`config.mk`:
```
export PLATFORM = sky130hd
export DESIGN_NAME = block_peak_normalizer_top
export DESIGN_NICKNAME = d
export VERILOG_FILES = /design/src/hw/rtl/bpn_pkg.sv /design/src/hw/rtl/bpn_store.sv /design/src/hw/rtl/bpn_div.sv /design/src/hw/rtl/block_peak_normalizer_top.sv
export SDC_FILE = /design/constraint.sdc
export NUM_CORES = 2
export LEC_CHECK = 0
export BUFFER_PORTS_ARGS = -buffer_cell sky130_fd_sc_hd__buf_2
export CAP_MARGIN = 0
export CELL_PAD_IN_SITES_DETAIL_PLACEMENT = 0
export CELL_PAD_IN_SITES_GLOBAL_PLACEMENT = 1
export CORE_MARGIN = 5
export CORE_UTILIZATION = 40
export CTS_CLUSTER_DIAMETER = 80
export DETAILED_ROUTE_END_ITERATION = 10
export PLACE_DENSITY_LB_ADDON = 0.1
export SETUP_SLACK_MARGIN = 0.05
export SYNTH_ARGS = -nofsm -noshare
export SYNTH_HDL_FRONTEND = slang
export SYNTH_SLANG_ARGS = --single-unit
export TNS_END_PERCENT = 1
```
`constraint.sdc`:
```
create_clock -name clock -period 12.6 [get_ports clock]
set_input_delay 1.26 -clock clock [delete_from_list [all_inputs] [get_ports clock]]
set_output_delay 1.26 -clock clock [all_outputs]
set_load 0.05 [all_outputs]
```
`src/hw/rtl/bpn_pkg.sv`:
```
// bpn_pkg: shared types, constants and helpers of the block peak normaliser.
// Used by bpn_store, bpn_div and block_peak_normalizer_top; no dependencies.
package bpn_pkg;

   // Sample format, Q1.23 signed
   localparam int SAMPLE_W           = 24;
   localparam int BLOCK_CAPACITY_DEF = 64;

   // Product of magnitude and target, and divider steps
   localparam int PROD_W    = 2 * SAMPLE_W;
   localparam int DIV_STEPS = SAMPLE_W;
   localparam int DIV_CNT_W = $clog2(DIV_STEPS + 1);

   localparam logic [SAMPLE_W-1:0] TARGET_RESET = 24'h800000;
   localparam logic [SAMPLE_W-1:0] SAT_POS      = 24'h7FFFFF;
   localparam logic [SAMPLE_W-1:0] SAT_NEG      = 24'h800000;
   localparam logic [SAMPLE_W-1:0] NEG_LIMIT    = 24'h800000;

   // Sequencer states, one-hot
   typedef enum logic [6:0] {
      S_LOAD   = 7'b0000001,
      S_READ   = 7'b0000010,
      S_MAG    = 7'b0000100,
      S_MULT   = 7'b0001000,
      S_DSTART = 7'b0010000,
      S_DWAIT  = 7'b0100000,
      S_EMIT   = 7'b1000000
   } state_type;

   // Sequencer to divider
   typedef struct packed {
      logic start;
   } div_ctrl_type;

   // Divider to sequencer
   typedef struct packed {
      logic busy;
      logic done;
      logic ovf;
   } div_stat_type;

   // Absolute value of a signed sample; the most negative code maps to 2^23
   function automatic logic [SAMPLE_W-1:0] magnitude(input logic [SAMPLE_W-1:0] s);
      magnitude = s[SAMPLE_W-1] ? (~s + SAMPLE_W'(1)) : s;
   endfunction

endpackage

```
`src/hw/rtl/bpn_store.sv`:
```
// bpn_store: block sample memory, one write port and one registered read port.
// Depends on bpn_pkg for the sample width.
module bpn_store #(
   parameter int BLOCK_CAPACITY = bpn_pkg::BLOCK_CAPACITY_DEF,
   parameter int AW             = 6
) (
   input  logic                          clock,
   input  logic                          wr_en,
   input  logic [AW-1:0]                 wr_addr,
   input  logic [bpn_pkg::SAMPLE_W-1:0]  wr_data,
   input  logic                          rd_en,
   input  logic [AW-1:0]                 rd_addr,
   output logic [bpn_pkg::SAMPLE_W-1:0]  rd_data
);

   logic [bpn_pkg::SAMPLE_W-1:0] sample_store [BLOCK_CAPACITY];
   logic [bpn_pkg::SAMPLE_W-1:0] rd_data_ff;

   // Write port
   always_ff @(posedge clock) begin
      if (wr_en) begin
         sample_store[wr_addr] <= wr_data;
      end
   end

   // Read port, data held until the next read
   always_ff @(posedge clock) begin
      if (rd_en) begin
         rd_data_ff <= sample_store[rd_addr];
      end
   end

   assign rd_data = rd_data_ff;

endmodule

```
`src/hw/rtl/bpn_div.sv`:
```
// bpn_div: restoring divider, one quotient bit per cycle, 24 steps.
// Flags a quotient of 2^24 or more at once. Depends on bpn_pkg.
module bpn_div (
   input  logic                          clock,
   input  logic                          reset,
   input  bpn_pkg::div_ctrl_type         ctrl,
   input  logic [bpn_pkg::PROD_W-1:0]    dividend,
   input  logic [bpn_pkg::SAMPLE_W-1:0]  divisor,
   output bpn_pkg::div_stat_type         stat,
   output logic [bpn_pkg::SAMPLE_W-1:0]  quotient
);

   localparam int W = bpn_pkg::SAMPLE_W;

   logic                            busy_ff, busy_in;
   logic                            done_ff, done_in;
   logic                            ovf_ff, ovf_in;
   logic [bpn_pkg::DIV_CNT_W-1:0]   cnt_ff, cnt_in;
   logic [W-1:0]                    rem_ff, rem_in;
   logic [W-1:0]                    quo_ff, quo_in;
   logic [W-1:0]                    dsr_ff, dsr_in;
   logic [W:0]                      shifted;
   logic [W+1:0]                    trial;

   // Partial remainder shifted by one dividend bit, and trial subtraction
   assign shifted = {rem_ff, quo_ff[W-1]};
   assign trial   = {1'b0, shifted} - {2'b00, dsr_ff};

   always_comb begin
      busy_in = busy_ff;
      done_in = 1'b0;
      ovf_in  = ovf_ff;
      cnt_in  = cnt_ff;
      rem_in  = rem_ff;
      quo_in  = quo_ff;
      dsr_in  = dsr_ff;
      if (ctrl.start) begin
         dsr_in = divisor;
         rem_in = dividend[bpn_pkg::PROD_W-1:W];
         quo_in = dividend[W-1:0];
         cnt_in = bpn_pkg::DIV_CNT_W'(bpn_pkg::DIV_STEPS);
         // high half not below the divisor: quotient does not fit
         if (dividend[bpn_pkg::PROD_W-1:W] >= divisor) begin
            ovf_in  = 1'b1;
            done_in = 1'b1;
            busy_in = 1'b0;
         end else begin
            ovf_in  = 1'b0;
            busy_in = 1'b1;
         end
      end else if (busy_ff) begin
         if (!trial[W+1]) begin
            rem_in = trial[W-1:0];
            quo_in = {quo_ff[W-2:0], 1'b1};
         end else begin
            rem_in = shifted[W-1:0];
            quo_in = {quo_ff[W-2:0], 1'b0};
         end
         cnt_in = cnt_ff - bpn_pkg::DIV_CNT_W'(1);
         if (cnt_ff == bpn_pkg::DIV_CNT_W'(1)) begin
            busy_in = 1'b0;
            done_in = 1'b1;
         end
      end
   end

   always_ff @(posedge clock) begin
      if (reset) begin
         busy_ff <= 1'b0;
         done_ff <= 1'b0;
         ovf_ff  <= 1'b0;
         cnt_ff  <= '0;
      end else begin
         busy_ff <= busy_in;
         done_ff <= done_in;
         ovf_ff  <= ovf_in;
         cnt_ff  <= cnt_in;
      end
   end

   always_ff @(posedge clock) begin
      rem_ff <= rem_in;
      quo_ff <= quo_in;
      dsr_ff <= dsr_in;
   end

   assign stat.busy = busy_ff;
   assign stat.done = done_ff;
   assign stat.ovf  = ovf_ff;
   assign quotient  = quo_ff;

endmodule

```
`src/hw/rtl/block_peak_normalizer_top.sv`:
```
// block_peak_normalizer_top: loads a block of samples one per cycle, then scales each
// by the programmed peak goal / peak through one multiplier and one shared serial divider.
// Drain: each stored sample passes through read, magnitude, multiply, divider start, divider wait
// and emit; a silent block goes from magnitude straight to emit, and a quotient of 2^24 or more ends the wait early.
// Throughput: one sample per cycle while loading; input stalls during the drain.
// Reset (synchronous, active high) clears the block state and sets the peak goal to 1.0.
module block_peak_normalizer_top #(
   parameter int BLOCK_CAPACITY = bpn_pkg::BLOCK_CAPACITY_DEF
) (
   input  logic                                clock,
   input  logic                                reset,
   input  logic                                req_valid,
   output logic                                req_stall,
   input  logic signed [bpn_pkg::SAMPLE_W-1:0] req_sample_in,
   input  logic                                req_last_in,
   output logic                                rsp_valid,
   input  logic                                rsp_stall,
   output logic signed [bpn_pkg::SAMPLE_W-1:0] rsp_sample_out,
   output logic                                rsp_last_out,
   output logic                                rsp_overflowed,
   input  logic                                csr_valid,
   output logic                                csr_ready,
   input  logic [bpn_pkg::SAMPLE_W-1:0]        csr_peak_goal
);

   localparam int W  = bpn_pkg::SAMPLE_W;
   localparam int CW = $clog2(BLOCK_CAPACITY + 1);
   localparam int AW = (BLOCK_CAPACITY > 1) ? $clog2(BLOCK_CAPACITY) : 1;

   bpn_pkg::state_type          state_ff, state_in;
   logic [W-1:0]                target_ff;
   logic [CW-1:0]               count_ff, count_in;
   logic [W-1:0]                peak_ff, peak_in;
   logic                        drop_ff, drop_in;
   logic [AW-1:0]               idx_ff, idx_in;
   logic [W-1:0]                mag_ff, mag_in;
   logic                        neg_ff, neg_in;
   logic [bpn_pkg::PROD_W-1:0]  prod_ff;
   logic [W-1:0]                res_ff, res_in;
   logic                        rsp_valid_ff, rsp_valid_in;
   logic [W-1:0]                rsp_sample_ff;
   logic                        rsp_last_ff, rsp_ovf_ff;

   logic                        req_xfer;
   logic                        room;
   logic [W-1:0]                in_mag;
   logic                        wr_en, rd_en;
   logic [W-1:0]                rd_data;
   logic                        out_free, out_load;
   logic                        is_last;
   logic [W-1:0]                sat_val;
   bpn_pkg::div_ctrl_type       div_ctrl;
   bpn_pkg::div_stat_type       div_stat;
   logic [W-1:0]                div_q;

   // Handshakes
   assign req_stall = (state_ff != bpn_pkg::S_LOAD);
   assign req_xfer  = req_valid && !req_stall;
   assign csr_ready = 1'b1;
   assign room      = (count_ff < CW'(BLOCK_CAPACITY));
   assign in_mag    = bpn_pkg::magnitude(req_sample_in);
   assign wr_en     = req_xfer && room;
   assign rd_en     = (state_ff == bpn_pkg::S_READ);
   assign out_free  = !rsp_valid_ff || !rsp_stall;
   assign out_load  = (state_ff == bpn_pkg::S_EMIT) && out_free;
   assign is_last   = ((CW'(idx_ff) + CW'(1)) == count_ff);
   assign div_ctrl.start = (state_ff == bpn_pkg::S_DSTART);

   bpn_store #(
      .BLOCK_CAPACITY (BLOCK_CAPACITY),
      .AW             (AW)
   ) u_store (
      .clock   (clock),
      .wr_en   (wr_en),
      .wr_addr (count_ff[AW-1:0]),
      .wr_data (req_sample_in),
      .rd_en   (rd_en),
      .rd_addr (idx_ff),
      .rd_data (rd_data)
   );

   bpn_div u_div (
      .clock    (clock),
      .reset    (reset),
      .ctrl     (div_ctrl),
      .dividend (prod_ff),
      .divisor  (peak_ff),
      .stat     (div_stat),
      .quotient (div_q)
   );

   // Saturate the quotient and restore the sign
   always_comb begin
      if (neg_ff) begin
         if (div_stat.ovf || (div_q > bpn_pkg::NEG_LIMIT)) begin
            sat_val = bpn_pkg::SAT_NEG;
         end else begin
            sat_val = ~div_q + W'(1);
         end
      end else begin
         if (div_stat.ovf || (div_q > bpn_pkg::SAT_POS)) begin
            sat_val = bpn_pkg::SAT_POS;
         end else begin
            sat_val = div_q;
         end
      end
   end

   // Sequencer
   always_comb begin
      state_in     = state_ff;
      count_in     = count_ff;
      peak_in      = peak_ff;
      drop_in      = drop_ff;
      idx_in       = idx_ff;
      mag_in       = mag_ff;
      neg_in       = neg_ff;
      res_in       = res_ff;
      rsp_valid_in = rsp_valid_ff && rsp_stall;
      case (state_ff)
         bpn_pkg::S_LOAD: begin
            if (req_xfer) begin
               if (room) begin
                  count_in = count_ff + CW'(1);
                  if (in_mag > peak_ff) begin
                     peak_in = in_mag;
                  end
               end else begin
                  drop_in = 1'b1;
               end
               if (req_last_in) begin
                  idx_in   = '0;
                  state_in = bpn_pkg::S_READ;
               end
            end
         end
         bpn_pkg::S_READ: begin
            state_in = bpn_pkg::S_MAG;
         end
         bpn_pkg::S_MAG: begin
            mag_in = bpn_pkg::magnitude(rd_data);
            neg_in = rd_data[W-1];
            // silent block passes through unchanged
            if (peak_ff == '0) begin
               res_in   = rd_data;
               state_in = bpn_pkg::S_EMIT;
            end else begin
               state_in = bpn_pkg::S_MULT;
            end
         end
         bpn_pkg::S_MULT: begin
            state_in = bpn_pkg::S_DSTART;
         end
         bpn_pkg::S_DSTART: begin
            state_in = bpn_pkg::S_DWAIT;
         end
         bpn_pkg::S_DWAIT: begin
            if (div_stat.done) begin
               res_in   = sat_val;
               state_in = bpn_pkg::S_EMIT;
            end
         end
         bpn_pkg::S_EMIT: begin
            if (out_free) begin
               rsp_valid_in = 1'b1;
               if (is_last) begin
                  count_in = '0;
                  peak_in  = '0;
                  drop_in  = 1'b0;
                  state_in = bpn_pkg::S_LOAD;
               end else begin
                  idx_in   = idx_ff + AW'(1);
                  state_in = bpn_pkg::S_READ;
               end
            end
         end
         default: begin
            state_in = bpn_pkg::S_LOAD;
         end
      endcase
   end

   // Control registers
   always_ff @(posedge clock) begin
      if (reset) begin
         state_ff     <= bpn_pkg::S_LOAD;
         count_ff     <= '0;
         peak_ff      <= '0;
         drop_ff      <= 1'b0;
         idx_ff       <= '0;
         rsp_valid_ff <= 1'b0;
         target_ff    <= bpn_pkg::TARGET_RESET;
      end else begin
         state_ff     <= state_in;
         count_ff     <= count_in;
         peak_ff      <= peak_in;
         drop_ff      <= drop_in;
         idx_ff       <= idx_in;
         rsp_valid_ff <= rsp_valid_in;
         if (csr_valid && csr_ready) begin
            target_ff <= csr_peak_goal;
         end
      end
   end

   // Datapath registers; the product is registered ahead of the divider
   always_ff @(posedge clock) begin
      mag_ff <= mag_in;
      neg_ff <= neg_in;
      res_ff <= res_in;
      if (state_ff == bpn_pkg::S_MULT) begin
         prod_ff <= mag_ff * target_ff;
      end
      if (out_load) begin
         rsp_sample_ff <= res_ff;
         rsp_last_ff   <= is_last;
         rsp_ovf_ff    <= drop_ff;
      end
   end

   assign rsp_valid      = rsp_valid_ff;
   assign rsp_sample_out = rsp_sample_ff;
   assign rsp_last_out   = rsp_last_ff;
   assign rsp_overflowed = rsp_ovf_ff;

   // Checks
   a_count_bound: assert property (@(posedge clock) disable iff (reset)
      count_ff <= CW'(BLOCK_CAPACITY))
      else $error("stored count above capacity");

   a_peak_bound: assert property (@(posedge clock) disable iff (reset)
      peak_ff <= bpn_pkg::NEG_LIMIT)
      else $error("running peak above full scale");

   a_drain_nonempty: assert property (@(posedge clock) disable iff (reset)
      (state_ff != bpn_pkg::S_LOAD) |-> (count_ff != '0))
      else $error("draining an empty block");

   a_div_done_wait: assert property (@(posedge clock) disable iff (reset)
      div_stat.done |-> (state_ff == bpn_pkg::S_DWAIT))
      else $error("divider finished outside its wait state");

   a_out_no_overwrite: assert property (@(posedge clock) disable iff (reset)
      (rsp_valid_ff && rsp_stall) |=> $stable(rsp_sample_ff))
      else $error("held result overwritten");

endmodule

```
==> impl_results.md <==
- Status: finished, final reports clean
- Pwr per Cell Area: 159.2 mW/mm²
- Max FO, Critical Path: 24
- RD Place Congestion: 0.8209
- Root buf cell: clkbuf_16
- Area contributors post-synth: edfxtp_1 (57%), mux4_2 (12%), fa_1 (10%)
- Max_cap viols: 0
- Critical path capture point: prod_ff[40]
- Crit-path slowest cell: edfxtp_1
- Worst vdd ir: 164.9 µV
- Final hold violations: 0
- Worst reg2reg endpoint: prod_ff[40]
- Post-route cell area: 0.1032 mm²
- Setup TNS: 0 ps
- Worst path depth: 25
- Wire per inst: 29.04 µm
- Synth Register Bits: 1833
- Max clock buf depth: 3
- Register Area: 0.05428 mm²
- Num CTS Buffers: 200
- DRC violations left: 0
- Number of synthesized flops with an enable pin: 1755
- Vias in the first global route: 51897
- Share of the synthesized area in the top cell type: 0.5717
- IO buf count: 81
- Post-Synthesis Cells: 5811
- FF-to-FF path depth: 25
- Pre-antenna DRT Iters: 5
- Final Cycle Share: 0.6200
- Remaining antenna violation count after routing: 0
- Min Tclk post-route: 7812 ps
- Initial drt markers: 3940
- Max-slew headroom at the worst pin: 0.09523
- Leading cell types in the layout, fill and taps excluded: edfxtp_1 (1755), inv_1 (632), mux4_2 (504)
- Gr ovfl total: 0
- Number of fill cells: 20236
- Yosys top cell by area: edfxtp_1
- Initial Util: 0.4014
- Post-CTS setup buffers: 0
- Vias per std cell: 5.475
- Most frequently used flop master after synthesis: edfxtp_1
- Syn Std Cell Area: 0.09218 mm²
- Crit path buf inv count: 7
- Max Freq: 0.1280 GHz
- Die area: 0.2402 mm²
- Register area share after synthesis: 0.5886
- Setup Skew: 60.90 ps
- Nets: 6721
- R2r setup slk: 4790 ps
- I/O pin count: 83
- First-pass GRT wire length: 382.1 mm
- CP endpoint kind: flip-flop
- Power, Total: 16.42 mW
- Hold_ws: 417.2 ps
- Static Leak: 35.65 nW
- Unrepaired setup endpoints after global routing: no
- P&R area growth vs syn: 11.91%
- Total track usage: 0.2198
- WS Path Type: flip-flop to flip-flop
- Final Setup Violations: 0
- Max incr delay on CP: 1030 ps
- Initial antenna violation count: 22
- Crit path required time: 13210 ps
- Area occupied by multi-input gates: 0.03490 mm²
- Die X: 490.1 µm
- Detailed Route WL: 265.0 mm
- Synth Warn #: 0
- Worst r2r src: mag_ff[13]
- Vias: 49954
- Max-slew violation count: 0
- Mapped Nets: 6601
- Clock-pin slew on the worst setup and hold paths: 60 ps
- Sink Count: 1833
- Hold_buf cts: 0
- Rows: 176
- Launch point of the worst path: mag_ff[13]
- Layout cell share with drive strength beyond 1: 0.1792
- Critical Path Start Type: flip-flop
- Cts repair resizes: 0
- Largest net degree at the start of global routing: 112
- Die Height: 490.1 µm
- HP Start: res_ff[16]
- Family with the most delay on the worst path: adder cells
- Core ar.: 0.2297 mm²
- Min-Delay Path Class: flip-flop to flip-flop
- Insertion delay to the later sink of the worst-skew pair: 840 ps
- Post-synth ARST share: 0
- # H-tree levels: 4
- HPWL Detailed: 170.3 mm
- Commonest non-fill, non-tap cell in the layout: edfxtp_1
- Synth Area per Inst: 15.86 µm²
- TritonCTS clock tree: built
- Post-synth cell types: 87
- Worst Tran Pin Value: 1347 ps
- Area post-placement: 0.09671 mm²
- Arr. time, crit path: 8430 ps
==> synthesized netlist by cell type (all sizes together), types with 11 or more instances <==
cell       n
nor4      19
o41ai     13
buf       64
nor2     196
nor3      37
o211ai    11
edfxtp  1755
a21oi    135
xnor2     79
clkbuf   221
mux2i     34
nand4     18
inv      632
a31oi     26
xor2      29
nand2b    19
nand3     88
o31ai     25
mux4     504
ha       253
fa       483
a21o      46
and3      11
dfxtp     78
nor2b     12
o21ai     96
o21bai    18
and2     292
nand2    467
or3       13
==> registers in the layout (all words and copies together), names as in the netlist, 5 cells and up <==
name,count
count_ff,7
state_ff,7
u_div.cnt_ff,5
prod_ff,48
idx_ff,6
peak_ff,24
u_div.rem_ff,24
u_div.dsr_ff,24
u_store.sample_store,1536
mag_ff,24
u_div.quotient,24
target_ff,24
res_ff,24
u_store.rd_data,24
rsp_sample_out,24
==> stage by stage <==
stage / util / worst slack (ps) / std cells
after floorplan: - / 5767 / 5811
after global placement: 0.4211 / 4654 / 8755
after detailed placement: 0.4211 / 4715 / 8755
after CTS: 0.4491 / 4705 / 9121
after global routing: 0.4491 / 4392 / 9121
final: 0.4492 / 4788 / 9124
==> worst min-delay path by stage <==
stage	depth (start not counted)	endpoint	slack, ps
floorplan	0	rsp_sample_out[0]	400
global placement	0	rsp_sample_out[5]	410
detailed placement	0	rsp_sample_out[16]	400
CTS	0	rsp_sample_out[16]	420
global route	0	rsp_sample_out[5]	430
finish	0	rsp_sample_out[16]	420
==> kinds of logic (layout without fill, tap and decap cells) <==
kind of cell,after synthesis,in the layout,synth area share
mux,541,541,0.1272
fa+ha+maj,736,736,0.1392
flops,1833,1833,0.5886
other cells,1,4,0.00004068
xor+xnor,110,110,0.01078
simple gates,1231,1231,0.06534
buf+inv,918,1202,0.03817
compound gates,441,441,0.03062
==> report_power, final <==
part	total (mW)	switching [mW]	internal, mW
Combinational	3.69	2.38	1.31
Clock	5.76	2.48	3.28
Sequential	6.96	0.0798	6.88
Total	16.4	4.94	11.5
==> routing by layer <==
metal | routed length, µm | vias up | GRT usage
met4 | 6424 | 4 | 0.05245
li1 | - | 21535 | -
met3 | 13350 | 263 | 0.03165
met1 | 111100 | 26893 | 0.2976
met2 | 134100 | 1259 | 0.3771
met5 | 27 | - | 0
==> worst register-to-register path: stages (launching register included) <==
cell      delay, ps
edfxtp_1       1030
nand2_1         200
fa_1            570
inv_1            50
fa_1            470
inv_1            60
fa_1            550
inv_1            60
fa_1            500
inv_1            50
fa_1            540
inv_1            50
fa_1            480
inv_1            50
fa_1            480
inv_1            40
ha_1            390
nand4_1         160
nor3_1          290
nand4_1         230
nor3b_1         260
a21oi_1         250
a31o_2          230
a22oi_2         130
o21a_1          200
o311ai_0        290
==> layout make-up <==
class / instances / share of cell area
Sequential cell: 1833 / 0.5262
Multi-Input combinational cell: 3060 / 0.3383
Clock buffer: 265 / 0.05180
Tap cell: 3026 / 0.03670
Inverter: 633 / 0.02303
Timing Repair Buffer: 203 / 0.01320
Clock inverter: 101 / 0.01072
Antenna cell: 3 / 0.00007277
(Power assumes the default switching activity.)
